<file path="config.mk">
export PLATFORM = sky130hd
export DESIGN_NAME = k_stacks_shared_array
export DESIGN_NICKNAME = d
export VERILOG_FILES = /design/src/rtl/core/ksa_pkg.sv /design/src/rtl/core/ksa_ram.sv /design/src/rtl/core/k_stacks_shared_array.sv
export SDC_FILE = /design/constraint.sdc
export NUM_CORES = 2
export LEC_CHECK = 0
export ABC_CLOCK_PERIOD_IN_PS = 7500
export BUFFER_PORTS_ARGS = -buffer_cell sky130_fd_sc_hd__buf_2
export CAP_MARGIN = 20
export CORE_UTILIZATION = 51
export CTS_BUF_LIST = sky130_fd_sc_hd__clkbuf_16
export DETAILED_ROUTE_END_ITERATION = 16
export HOLD_SLACK_MARGIN = 0.12
export PLACE_DENSITY = 0.66
export SLEW_MARGIN = 20
export SYNTH_ARGS = -nofsm -noshare
export SYNTH_HDL_FRONTEND = slang
export SYNTH_SLANG_ARGS = --single-unit
</file>
<file path="constraint.sdc">
create_clock -name i_clk -period 7.5 [get_ports i_clk]
set_input_delay 2.25 -clock i_clk [delete_from_list [all_inputs] [get_ports i_clk]]
set_output_delay 2.25 -clock i_clk [all_outputs]
set_load 0.005 [all_outputs]
</file>
<file path="src/rtl/core/ksa_pkg.sv">
// Package with the sizes, command codes and helpers of the shared-array stacks.
`default_nettype none

package ksa_pkg;

    localparam int SLOT_COUNT  = 64;
    localparam int STACK_COUNT = 8;

    localparam int CMD_W       = 2;
    localparam int ID_W        = 3;
    localparam int VALUE_W     = 32;

    localparam int ADDR_W      = (SLOT_COUNT > 1) ? $clog2(SLOT_COUNT) : 1;
    localparam int LINK_W      = $clog2(SLOT_COUNT + 1);
    localparam int STACK_IDX_W = (STACK_COUNT > 1) ? $clog2(STACK_COUNT) : 1;
    localparam int ENTRY_W     = LINK_W + VALUE_W;

    localparam logic [LINK_W-1:0] LINK_NULL = LINK_W'(SLOT_COUNT);

    localparam logic [CMD_W-1:0] CMD_PEEK = 2'd0;
    localparam logic [CMD_W-1:0] CMD_PUSH = 2'd1;
    localparam logic [CMD_W-1:0] CMD_POP  = 2'd2;

    function automatic logic is_slot(input logic [LINK_W-1:0] p);
        return p < LINK_NULL;
    endfunction

endpackage

`default_nettype wire

</file>
<file path="src/rtl/core/ksa_ram.sv">
// Generic simple dual-port RAM with one write port and one registered read port.
`default_nettype none

module ksa_ram #(
    parameter int WIDTH = 8,
    parameter int DEPTH = 16
) (
    input  wire logic                                     i_clk,
    input  wire logic                                     i_we,
    input  wire logic [((DEPTH > 1) ? $clog2(DEPTH) : 1)-1:0] i_waddr,
    input  wire logic [WIDTH-1:0]                         i_wdata,
    input  wire logic                                     i_re,
    input  wire logic [((DEPTH > 1) ? $clog2(DEPTH) : 1)-1:0] i_raddr,
    output logic      [WIDTH-1:0]                         o_rdata
);

    logic [WIDTH-1:0] r_mem [DEPTH];

    always_ff @(posedge i_clk) begin
        if (i_we) begin
            r_mem[i_waddr] <= i_wdata;
        end
        if (i_re) begin
            o_rdata <= r_mem[i_raddr];
        end
    end

endmodule

`default_nettype wire

</file>
<file path="src/rtl/core/k_stacks_shared_array.sv">
// Top level: several linked stacks and a free list sharing one slot memory.
// An accepted request sets r_busy; o_valid then strobes its registered result.
// No new request is taken while busy is high, during the read-modify-write of the link memory.
// Reset is synchronous: all stacks empty, free list starts at slot 0, no clearing pass.
// Slots never yet used are tracked by a fill count, so the link memory needs no init.
// The result strobe lasts one cycle and the receiver cannot stall it.
`default_nettype none

module k_stacks_shared_array (
    input  wire logic                        i_clk,
    input  wire logic                        i_rst_n,
    input  wire logic                        start,
    output logic                             busy,
    input  wire logic [ksa_pkg::CMD_W-1:0]   i_cmd,
    input  wire logic [ksa_pkg::ID_W-1:0]    i_stack_id,
    input  wire logic signed [ksa_pkg::VALUE_W-1:0] i_push_value,
    output logic                             o_valid,
    output logic                             o_ok,
    output logic                             o_stack_empty,
    output logic signed [ksa_pkg::VALUE_W-1:0] o_top_value
);

    // Each memory entry holds the link of a slot and the value of the slot it links to.
    logic                               r_busy;
    logic [ksa_pkg::CMD_W-1:0]          r_cmd;
    logic [ksa_pkg::ID_W-1:0]           r_sid;
    logic [ksa_pkg::VALUE_W-1:0]        r_val;
    logic [ksa_pkg::LINK_W-1:0]         r_head [ksa_pkg::STACK_COUNT];
    logic [ksa_pkg::VALUE_W-1:0]        r_top [ksa_pkg::STACK_COUNT];
    logic [ksa_pkg::LINK_W-1:0]         r_free;
    logic [ksa_pkg::LINK_W-1:0]         r_fill;

    logic                               accept;
    logic [ksa_pkg::LINK_W-1:0]         a_head;
    logic [ksa_pkg::ADDR_W-1:0]         rd_addr;
    logic [ksa_pkg::ENTRY_W-1:0]        rd_data;
    logic [ksa_pkg::LINK_W-1:0]         rd_link;
    logic [ksa_pkg::VALUE_W-1:0]        rd_val;

    logic [ksa_pkg::STACK_IDX_W-1:0]    w_idx;
    logic                               sid_ok;
    logic [ksa_pkg::LINK_W-1:0]         cur_head;
    logic [ksa_pkg::VALUE_W-1:0]        cur_top;

    logic                               wr_en;
    logic [ksa_pkg::ADDR_W-1:0]         wr_addr;
    logic [ksa_pkg::ENTRY_W-1:0]        wr_data;
    logic                               head_we;
    logic [ksa_pkg::LINK_W-1:0]         n_head;
    logic [ksa_pkg::VALUE_W-1:0]        n_top;
    logic [ksa_pkg::LINK_W-1:0]         n_free;
    logic [ksa_pkg::LINK_W-1:0]         n_fill;
    logic                               n_ok;
    logic                               n_empty;
    logic [ksa_pkg::VALUE_W-1:0]        n_top_value;

    assign busy   = r_busy;
    assign accept = start && !r_busy;

    assign a_head  = r_head[ksa_pkg::STACK_IDX_W'(i_stack_id)];
    assign rd_addr = (i_cmd == ksa_pkg::CMD_PUSH) ? r_free[ksa_pkg::ADDR_W-1:0]
                                                  : a_head[ksa_pkg::ADDR_W-1:0];

    ksa_ram #(
        .WIDTH (ksa_pkg::ENTRY_W),
        .DEPTH (ksa_pkg::SLOT_COUNT)
    ) u_link_ram (
        .i_clk   (i_clk),
        .i_we    (r_busy && wr_en),
        .i_waddr (wr_addr),
        .i_wdata (wr_data),
        .i_re    (accept),
        .i_raddr (rd_addr),
        .o_rdata (rd_data)
    );

    assign rd_link = rd_data[ksa_pkg::ENTRY_W-1:ksa_pkg::VALUE_W];
    assign rd_val  = rd_data[ksa_pkg::VALUE_W-1:0];

    assign w_idx    = ksa_pkg::STACK_IDX_W'(r_sid);
    assign sid_ok   = 32'(r_sid) < ksa_pkg::STACK_COUNT;
    assign cur_head = r_head[w_idx];
    assign cur_top  = r_top[w_idx];

    always_comb begin
        wr_en       = 1'b0;
        wr_addr     = r_free[ksa_pkg::ADDR_W-1:0];
        wr_data     = {cur_head, cur_top};
        head_we     = 1'b0;
        n_head      = cur_head;
        n_top       = cur_top;
        n_free      = r_free;
        n_fill      = r_fill;
        n_ok        = 1'b1;
        n_empty     = !ksa_pkg::is_slot(cur_head);
        n_top_value = ksa_pkg::is_slot(cur_head) ? cur_top : '1;
        if (!sid_ok) begin
            n_ok        = 1'b0;
            n_empty     = 1'b1;
            n_top_value = '1;
        end else begin
            unique case (r_cmd)
                ksa_pkg::CMD_PUSH: begin
                    if (ksa_pkg::is_slot(r_free)) begin
                        wr_en   = 1'b1;
                        wr_addr = r_free[ksa_pkg::ADDR_W-1:0];
                        wr_data = {cur_head, cur_top};
                        head_we = 1'b1;
                        n_head  = r_free;
                        n_top   = r_val;
                        if (r_free >= r_fill) begin
                            n_free = r_free + ksa_pkg::LINK_W'(1);
                            n_fill = r_free + ksa_pkg::LINK_W'(1);
                        end else begin
                            n_free = rd_link;
                        end
                        n_empty     = 1'b0;
                        n_top_value = r_val;
                    end else begin
                        n_ok = 1'b0;
                    end
                end
                ksa_pkg::CMD_POP: begin
                    if (ksa_pkg::is_slot(cur_head)) begin
                        wr_en       = 1'b1;
                        wr_addr     = cur_head[ksa_pkg::ADDR_W-1:0];
                        wr_data     = {r_free, rd_val};
                        head_we     = 1'b1;
                        n_head      = rd_link;
                        n_top       = rd_val;
                        n_free      = cur_head;
                        n_empty     = !ksa_pkg::is_slot(rd_link);
                        n_top_value = ksa_pkg::is_slot(rd_link) ? rd_val : '1;
                    end else begin
                        n_ok = 1'b0;
                    end
                end
                default: begin
                end
            endcase
        end
    end

    always_ff @(posedge i_clk) begin
        if (!i_rst_n) begin
            r_busy  <= 1'b0;
            o_valid <= 1'b0;
            r_free  <= '0;
            r_fill  <= '0;
            for (int k = 0; k < ksa_pkg::STACK_COUNT; k++) begin
                r_head[k] <= ksa_pkg::LINK_NULL;
            end
        end else begin
            r_busy  <= accept;
            o_valid <= r_busy;
            if (r_busy) begin
                r_free <= n_free;
                r_fill <= n_fill;
                if (head_we) begin
                    r_head[w_idx] <= n_head;
                end
            end
        end
    end

    always_ff @(posedge i_clk) begin
        if (accept) begin
            r_cmd <= i_cmd;
            r_sid <= i_stack_id;
            r_val <= i_push_value;
        end
        if (r_busy) begin
            if (head_we) begin
                r_top[w_idx] <= n_top;
            end
            o_ok          <= n_ok;
            o_stack_empty <= n_empty;
            o_top_value   <= n_top_value;
        end
    end

`ifndef SYNTHESIS
    a_one_work_cycle: assert property (@(posedge i_clk) disable iff (!i_rst_n)
        r_busy |=> !r_busy)
        else $error("Work cycle lasted more than one cycle.");

    a_result_follows: assert property (@(posedge i_clk) disable iff (!i_rst_n)
        r_busy |=> o_valid)
        else $error("Result strobe missing after a work cycle.");

    a_fill_range: assert property (@(posedge i_clk) disable iff (!i_rst_n)
        (r_fill <= ksa_pkg::LINK_NULL) && (r_free <= ksa_pkg::LINK_NULL))
        else $error("Free head or fill count out of range.");

    a_free_below_fill: assert property (@(posedge i_clk) disable iff (!i_rst_n)
        (r_free >= r_fill) |-> ((r_free == r_fill) || (r_free == ksa_pkg::LINK_NULL)))
        else $error("Free list skipped an unused slot.");

    a_empty_all_ones: assert property (@(posedge i_clk) disable iff (!i_rst_n)
        (o_valid && o_stack_empty) |-> (o_top_value == '1))
        else $error("Empty stack reported a top value other than all ones.");
`endif

endmodule

`default_nettype wire
</file>
Yosys cells after proc, flatten, opt, wreduce, memory -nomap -nowiden:

Memories as Yosys holds them, arrays and structs flattened. A register that Yosys moved wholly into a read port is not among the register bits.
Index checks and enable logic that the tools add are counted.

* bits in registers: 87
* bits in writable memories: 2808
* bits of input ports: 40
* output and inout port bits: 36
* logic and storage cells: 72
* memories: 3

* $add $sub $neg: 1
* order comparisons: 4
* equal/unequal tests: 5
* mux-type cells: 40
* reductions and logical operators: 9

Memory list
* u_link_ram.r_mem: depth 64, width 39, read ports 1, clocked after Yosys merged registers in 1, write ports 1, line ksa_ram.sv:17 `logic [WIDTH-1:0] r_mem [DEPTH];`
* r_top: depth 8, width 32, read ports 1, clocked after Yosys merged registers in 1, write ports 1, line k_stacks_shared_array.sv:29 `logic [ksa_pkg::VALUE_W-1:0] r_top [ksa_pkg::STACK_COUNT];`
* r_head: depth 8, width 7, read ports 2, clocked after Yosys merged registers in 1, write ports 8, line k_stacks_shared_array.sv:28 `logic [ksa_pkg::LINK_W-1:0] r_head [ksa_pkg::STACK_COUNT];`

Operators by type and width (count)
* $mux W32: 6
* $pmux W32 S2: 2
* $mux W39: 2
* $mux W7: 6
* $pmux W7 S2: 2
* $lt A7 B7 Y1 const B: 3
* $mux W6: 3
* $mux W1: 13
* $mux W3: 3
* $reduce_and A4 Y1: 2
* $add A7 B1 Y7 const B: 1
* $ge A7 B7 Y1: 1
* $reduce_or A7 Y1: 1
* $pmux W1 S2: 3
* $eq A2 B1 Y1 const B: 2
* $ne A2 B2 Y1 const B: 2
* $logic_not A1 Y1: 3
* $eq A2 B2 Y1 const B: 1
* $logic_and A1 B1 Y1: 2
* $reduce_bool A2 Y1: 1

Depth between registers and ports, before layout:

* depth in word-level cells: 9
* depth in mapped cells: 14
* depth with buffers taken out: 10

Modules after synthesis:

From an unflattened synthesis, not the netlist that was laid out.

* cell total of the unflattened synthesis: 5212
* area, all modules: 113368.7 µm²

By module, submodules not included
* ksa_ram: times used 1, cells each 4059, area each 95743.1 µm², sequential area each 76123.0 µm²
* k_stacks_shared_array: times used 1, cells each 1153, area each 17625.7 µm², sequential area each 11881.4 µm²

Least setup slack after synthesis:

Ideal clock, no wire load.

* path type: flip-flop to flip-flop
* from: register with a tool-made name
* to: memory u_link_ram.r_mem[47][0] (netlist bit) (enable)
* arrival: 6.214 ns
* path slack: 0.753 ns
* cell stages (with the launch flop): 10
* path buffers: 2
* clock period less this slack: 6.747 ns
* cell sequence: dfxtp_1 -> clkbuf_1 -> mux4_2 -> mux2i_1 -> nand2_1 -> buf_2 -> a21oi_1 -> nor2b_1 -> nand2_1 -> nor4_1

RTL lines (line)
* end: declaration: ksa_ram.sv:17

Worst setup path in the final report:

* from: input port i_stack_id[0] (netlist bit)
* to: register u_link_ram.o_rdata[1] (read register of u_link_ram.r_mem) (data pin)

* longest elaborated chain between the ends: 2

RTL lines
* start: declaration: line k_stacks_shared_array.sv:15 `input wire logic [ksa_pkg::ID_W-1:0] i_stack_id,`
* $mem_v2 Z8 W7
* $mux W6: line k_stacks_shared_array.sv:61 `assign rd_addr = (i_cmd == ksa_pkg::CMD_PUSH) ? r_free[ksa_pkg::ADDR_W-1:0]`
* end: declaration: line ksa_ram.sv:14 `output logic [WIDTH-1:0] o_rdata`

No other way between the ends.
A chain may end at the register's enable or synchronous reset.

==> metrics.txt <==
Die H 480.4 um; final cell area excluding filler cells 132200 um^2; vias per cell 6.431; vias in the first global route 68590; Synth warnings 0; drt first pass iters 6; root buffer cell clkbuf_16; I/O pin count 76; DRT Wirelength 341900 um; largest net degree at the start of global routing 110; crit path max-delay cell type nor4_1; Critical Path Start Type input pin; final period utilization 83.55%; largest area contributor in the netlist edfxtp_1; pwr/cell area 279.9 nW/um^2; ys flop type edfxtp_1; fmax 0.1596 GHz; failing checks antenna rules; critical path's largest stage delay 1060 ps; slew margin rel. 12.70%; cells along the critical path buf_2 > mux2i_1 > mux4_2 > o21ai_4 > buf_4 > buf_4 > a211oi_1 > a311oi_1 > a311oi_1 > nor4_1 > or4_1; Cells after Synth 7741; most frequent cells in the layout edfxtp_1 (2918), nand2_1 (1470), nand3_1 (675); Sink Count 2937; Post-synth ARST share 0%; CTS resizes 0; register area share after synthesis 75.38%; main combinational cell family by area after synthesis simple AND/OR/NAND/NOR gates; via count 72120; most common cell after layout, fill and taps aside edfxtp_1; first-pass GRT wire length 487200 um; synthesized-area fraction occupied by adder cells 0.1072%; routed wl met2 157100 um; critical path class input pin to register; syn avg cell area 15.08 um^2; worst vdd ir 276.6 uV; Core Util, Final 58.12%; Max Cap Viol 0; Hold Path Class register to register; initial core utilization 51.32%; Yosys top cell area share 75.06%; worst slew pin tran 1298 ps; initial drt markers 10610; Post-DRT Antenna Nets 1; clk_skew 82.80 ps; mux cell area share after synthesis 7.463%; top routing layer used met5; filler cell count 16860; CP arrival 7100 ps; Fin. Hold Viols 0; hpwl dp 195300 um; dpl cells 10670; Req. time, crit path 8330 ps; clock buffer depth 4; Net Count, Synth 7791; status finished with violations; Clock Latency Late Sink 990 ps; total CTS buffers 307; met3 wire len 41720 um; setup ws final 1234 ps; row cnt 175; RSZ-0062 raised after global routing no; compound-cell area share of the yosys netlist 5.213%; Setup violations, final 0; Core ar. 227500 um^2; Final Critical Period 6266 ps; I/O Buffers 75; Slew Limit Fails 0; CTS H-tree depth 5; drt wl/cell 30.49 um; Post-Place Worst Slack 443.3 ps; met1 WL 131500 um; Crit. End Element register; Max Fanout on Critical Path 32; Worst-path clk slew 60 ps; total track usage 29.30%; buffer and inverter count on the worst path 3; Distinct cells, synth 61; Post-CTS Setup Inserts 0; antenna violations before repair 25; Placed Instance Area 122900 um^2; die width 480.4 um; Synth Area in Simple Gates 9.688%; kind of cell adding the most delay to the critical path compound AO/OA/AOI/OAI gates; EDFF count, synth 2918; Non-Filler Instances 11210; Fin Setup TNS 0 ps; # DRC 0; CTS tree built; P&R area growth vs syn 13.27%; share of cells above drive strength 1 13.83%; P_leak 44.43 nW; XOR/XNOR Fraction of Synth Area 0.03751%; synthesized area 116700 um^2; top cells by area, synth edfxtp_1 (75%), mux2i_1 (4.9%), nand2_1 (4.8%); RD Place Congestion 0.8763; hold_buf cts 0; gr ovfl total 0; # nets final 8028; die area 230800 um^2; Synth Register Bits 2937
## worst min-delay path: cells and delay by family (launching register included)
kind,cells,cell delay (ps)
flip-flops,1,310
AO/OA/AOI/OAI,2,130
## cell families after synthesis
| kind of cell | count (synthesis) |
|---|---|
| flops | 2937 |
| simple gates | 2647 |
| compound gates | 906 |
| mux | 718 |
| buf+inv | 518 |
| fa+ha+maj | 10 |
| xor+xnor | 5 |
## registers in the layout (all words and copies together) (netlist names), 3 cells and up, named ones only
signal / cells
r_fill: 7
r_head: 56
r_val: 32
r_free: 7
r_sid: 3
o_top_value: 32
u_link_ram.r_mem: 2496
r_top: 256
u_link_ram.o_rdata: 39
## area by class of cell
| type | instances | area [um^2] | share of cell area, % |
|---|---|---|---|
| repair buffers | 427 | 3729 | 2.820 |
| clock buffers | 312 | 7807 | 5.904 |
| well taps | 3009 | 3765 | 2.847 |
| inverters | 19 | 72.57 | 0.05488 |
| diodes | 13 | 32.53 | 0.02460 |
| flip-flops and latches | 2937 | 88010 | 66.56 |
| multi-input cells | 4286 | 27330 | 20.67 |
| clock inverters | 211 | 1478 | 1.117 |
## layer usage
metal / GRT usage, % / vias up
met2: 45.31 / 4732
met1: 41.03 / 36460
met5: 0 / -
met4: 9.689 / 10
met3: 6.918 / 741
li1: - / 30180
## where the power goes
part / internal, mW / total (mW) / switching (mW)
Combinational: 1.11 / 3.91 / 2.80
Clock: 8.20 / 14.3 / 6.13
Sequential: 18.6 / 18.8 / 0.187
## per-stage QoR
step | total power, mW | hold slack [ps]
3_5_place_dp | 22.92 | 479.5
5_1_grt | 37.93 | 526.6
2_1_floorplan | 21.25 | 453.9
4_1_cts | 37.01 | 488.0
3_3_place_gp | 22.85 | 474.1
6_report | 37.01 | 491.1
## worst paths after layout
| kind | startpoint | endpoint | slack, ps | depth (start not counted) |
|---|---|---|---|---|
| max | i_stack_id[0] | u_link_ram.o_rdata[1] | 1230 | 11 |
| min | r_fill[1] | r_fill[1] | 490 | 2 |
| max reg2reg | register | u_link_ram.r_mem[0][3] | 1940 | 7 |
| min reg2reg | r_fill[1] | r_fill[1] | 490 | 2 |
## synthesized netlist by cell type (8+ instances only)
cell type / instances
a211oi_1: 19
a21o_1: 9
a21oi_1: 231
a22oi_1: 24
a311oi_1: 32
a31oi_1: 163
a32oi_1: 19
buf_1: 42
buf_2: 191
buf_4: 49
buf_6: 11
clkbuf_1: 205
dfxtp_1: 19
edfxtp_1: 2918
ha_1: 10
inv_1: 18
mux2_2: 29
mux2i_1: 570
mux4_2: 119
nand2_1: 1478
nand2b_1: 23
nand3_1: 675
nand4_1: 25
nor2_1: 251
nor3_1: 109
nor4_1: 23
o211a_1: 11
o211ai_1: 29
o21ai_0: 110
o221ai_1: 149
o22ai_1: 36
o31ai_1: 11
o32ai_1: 12
or3_1: 8
or4_1: 34
No activity file was read; power rests on OpenSTA's default activity.
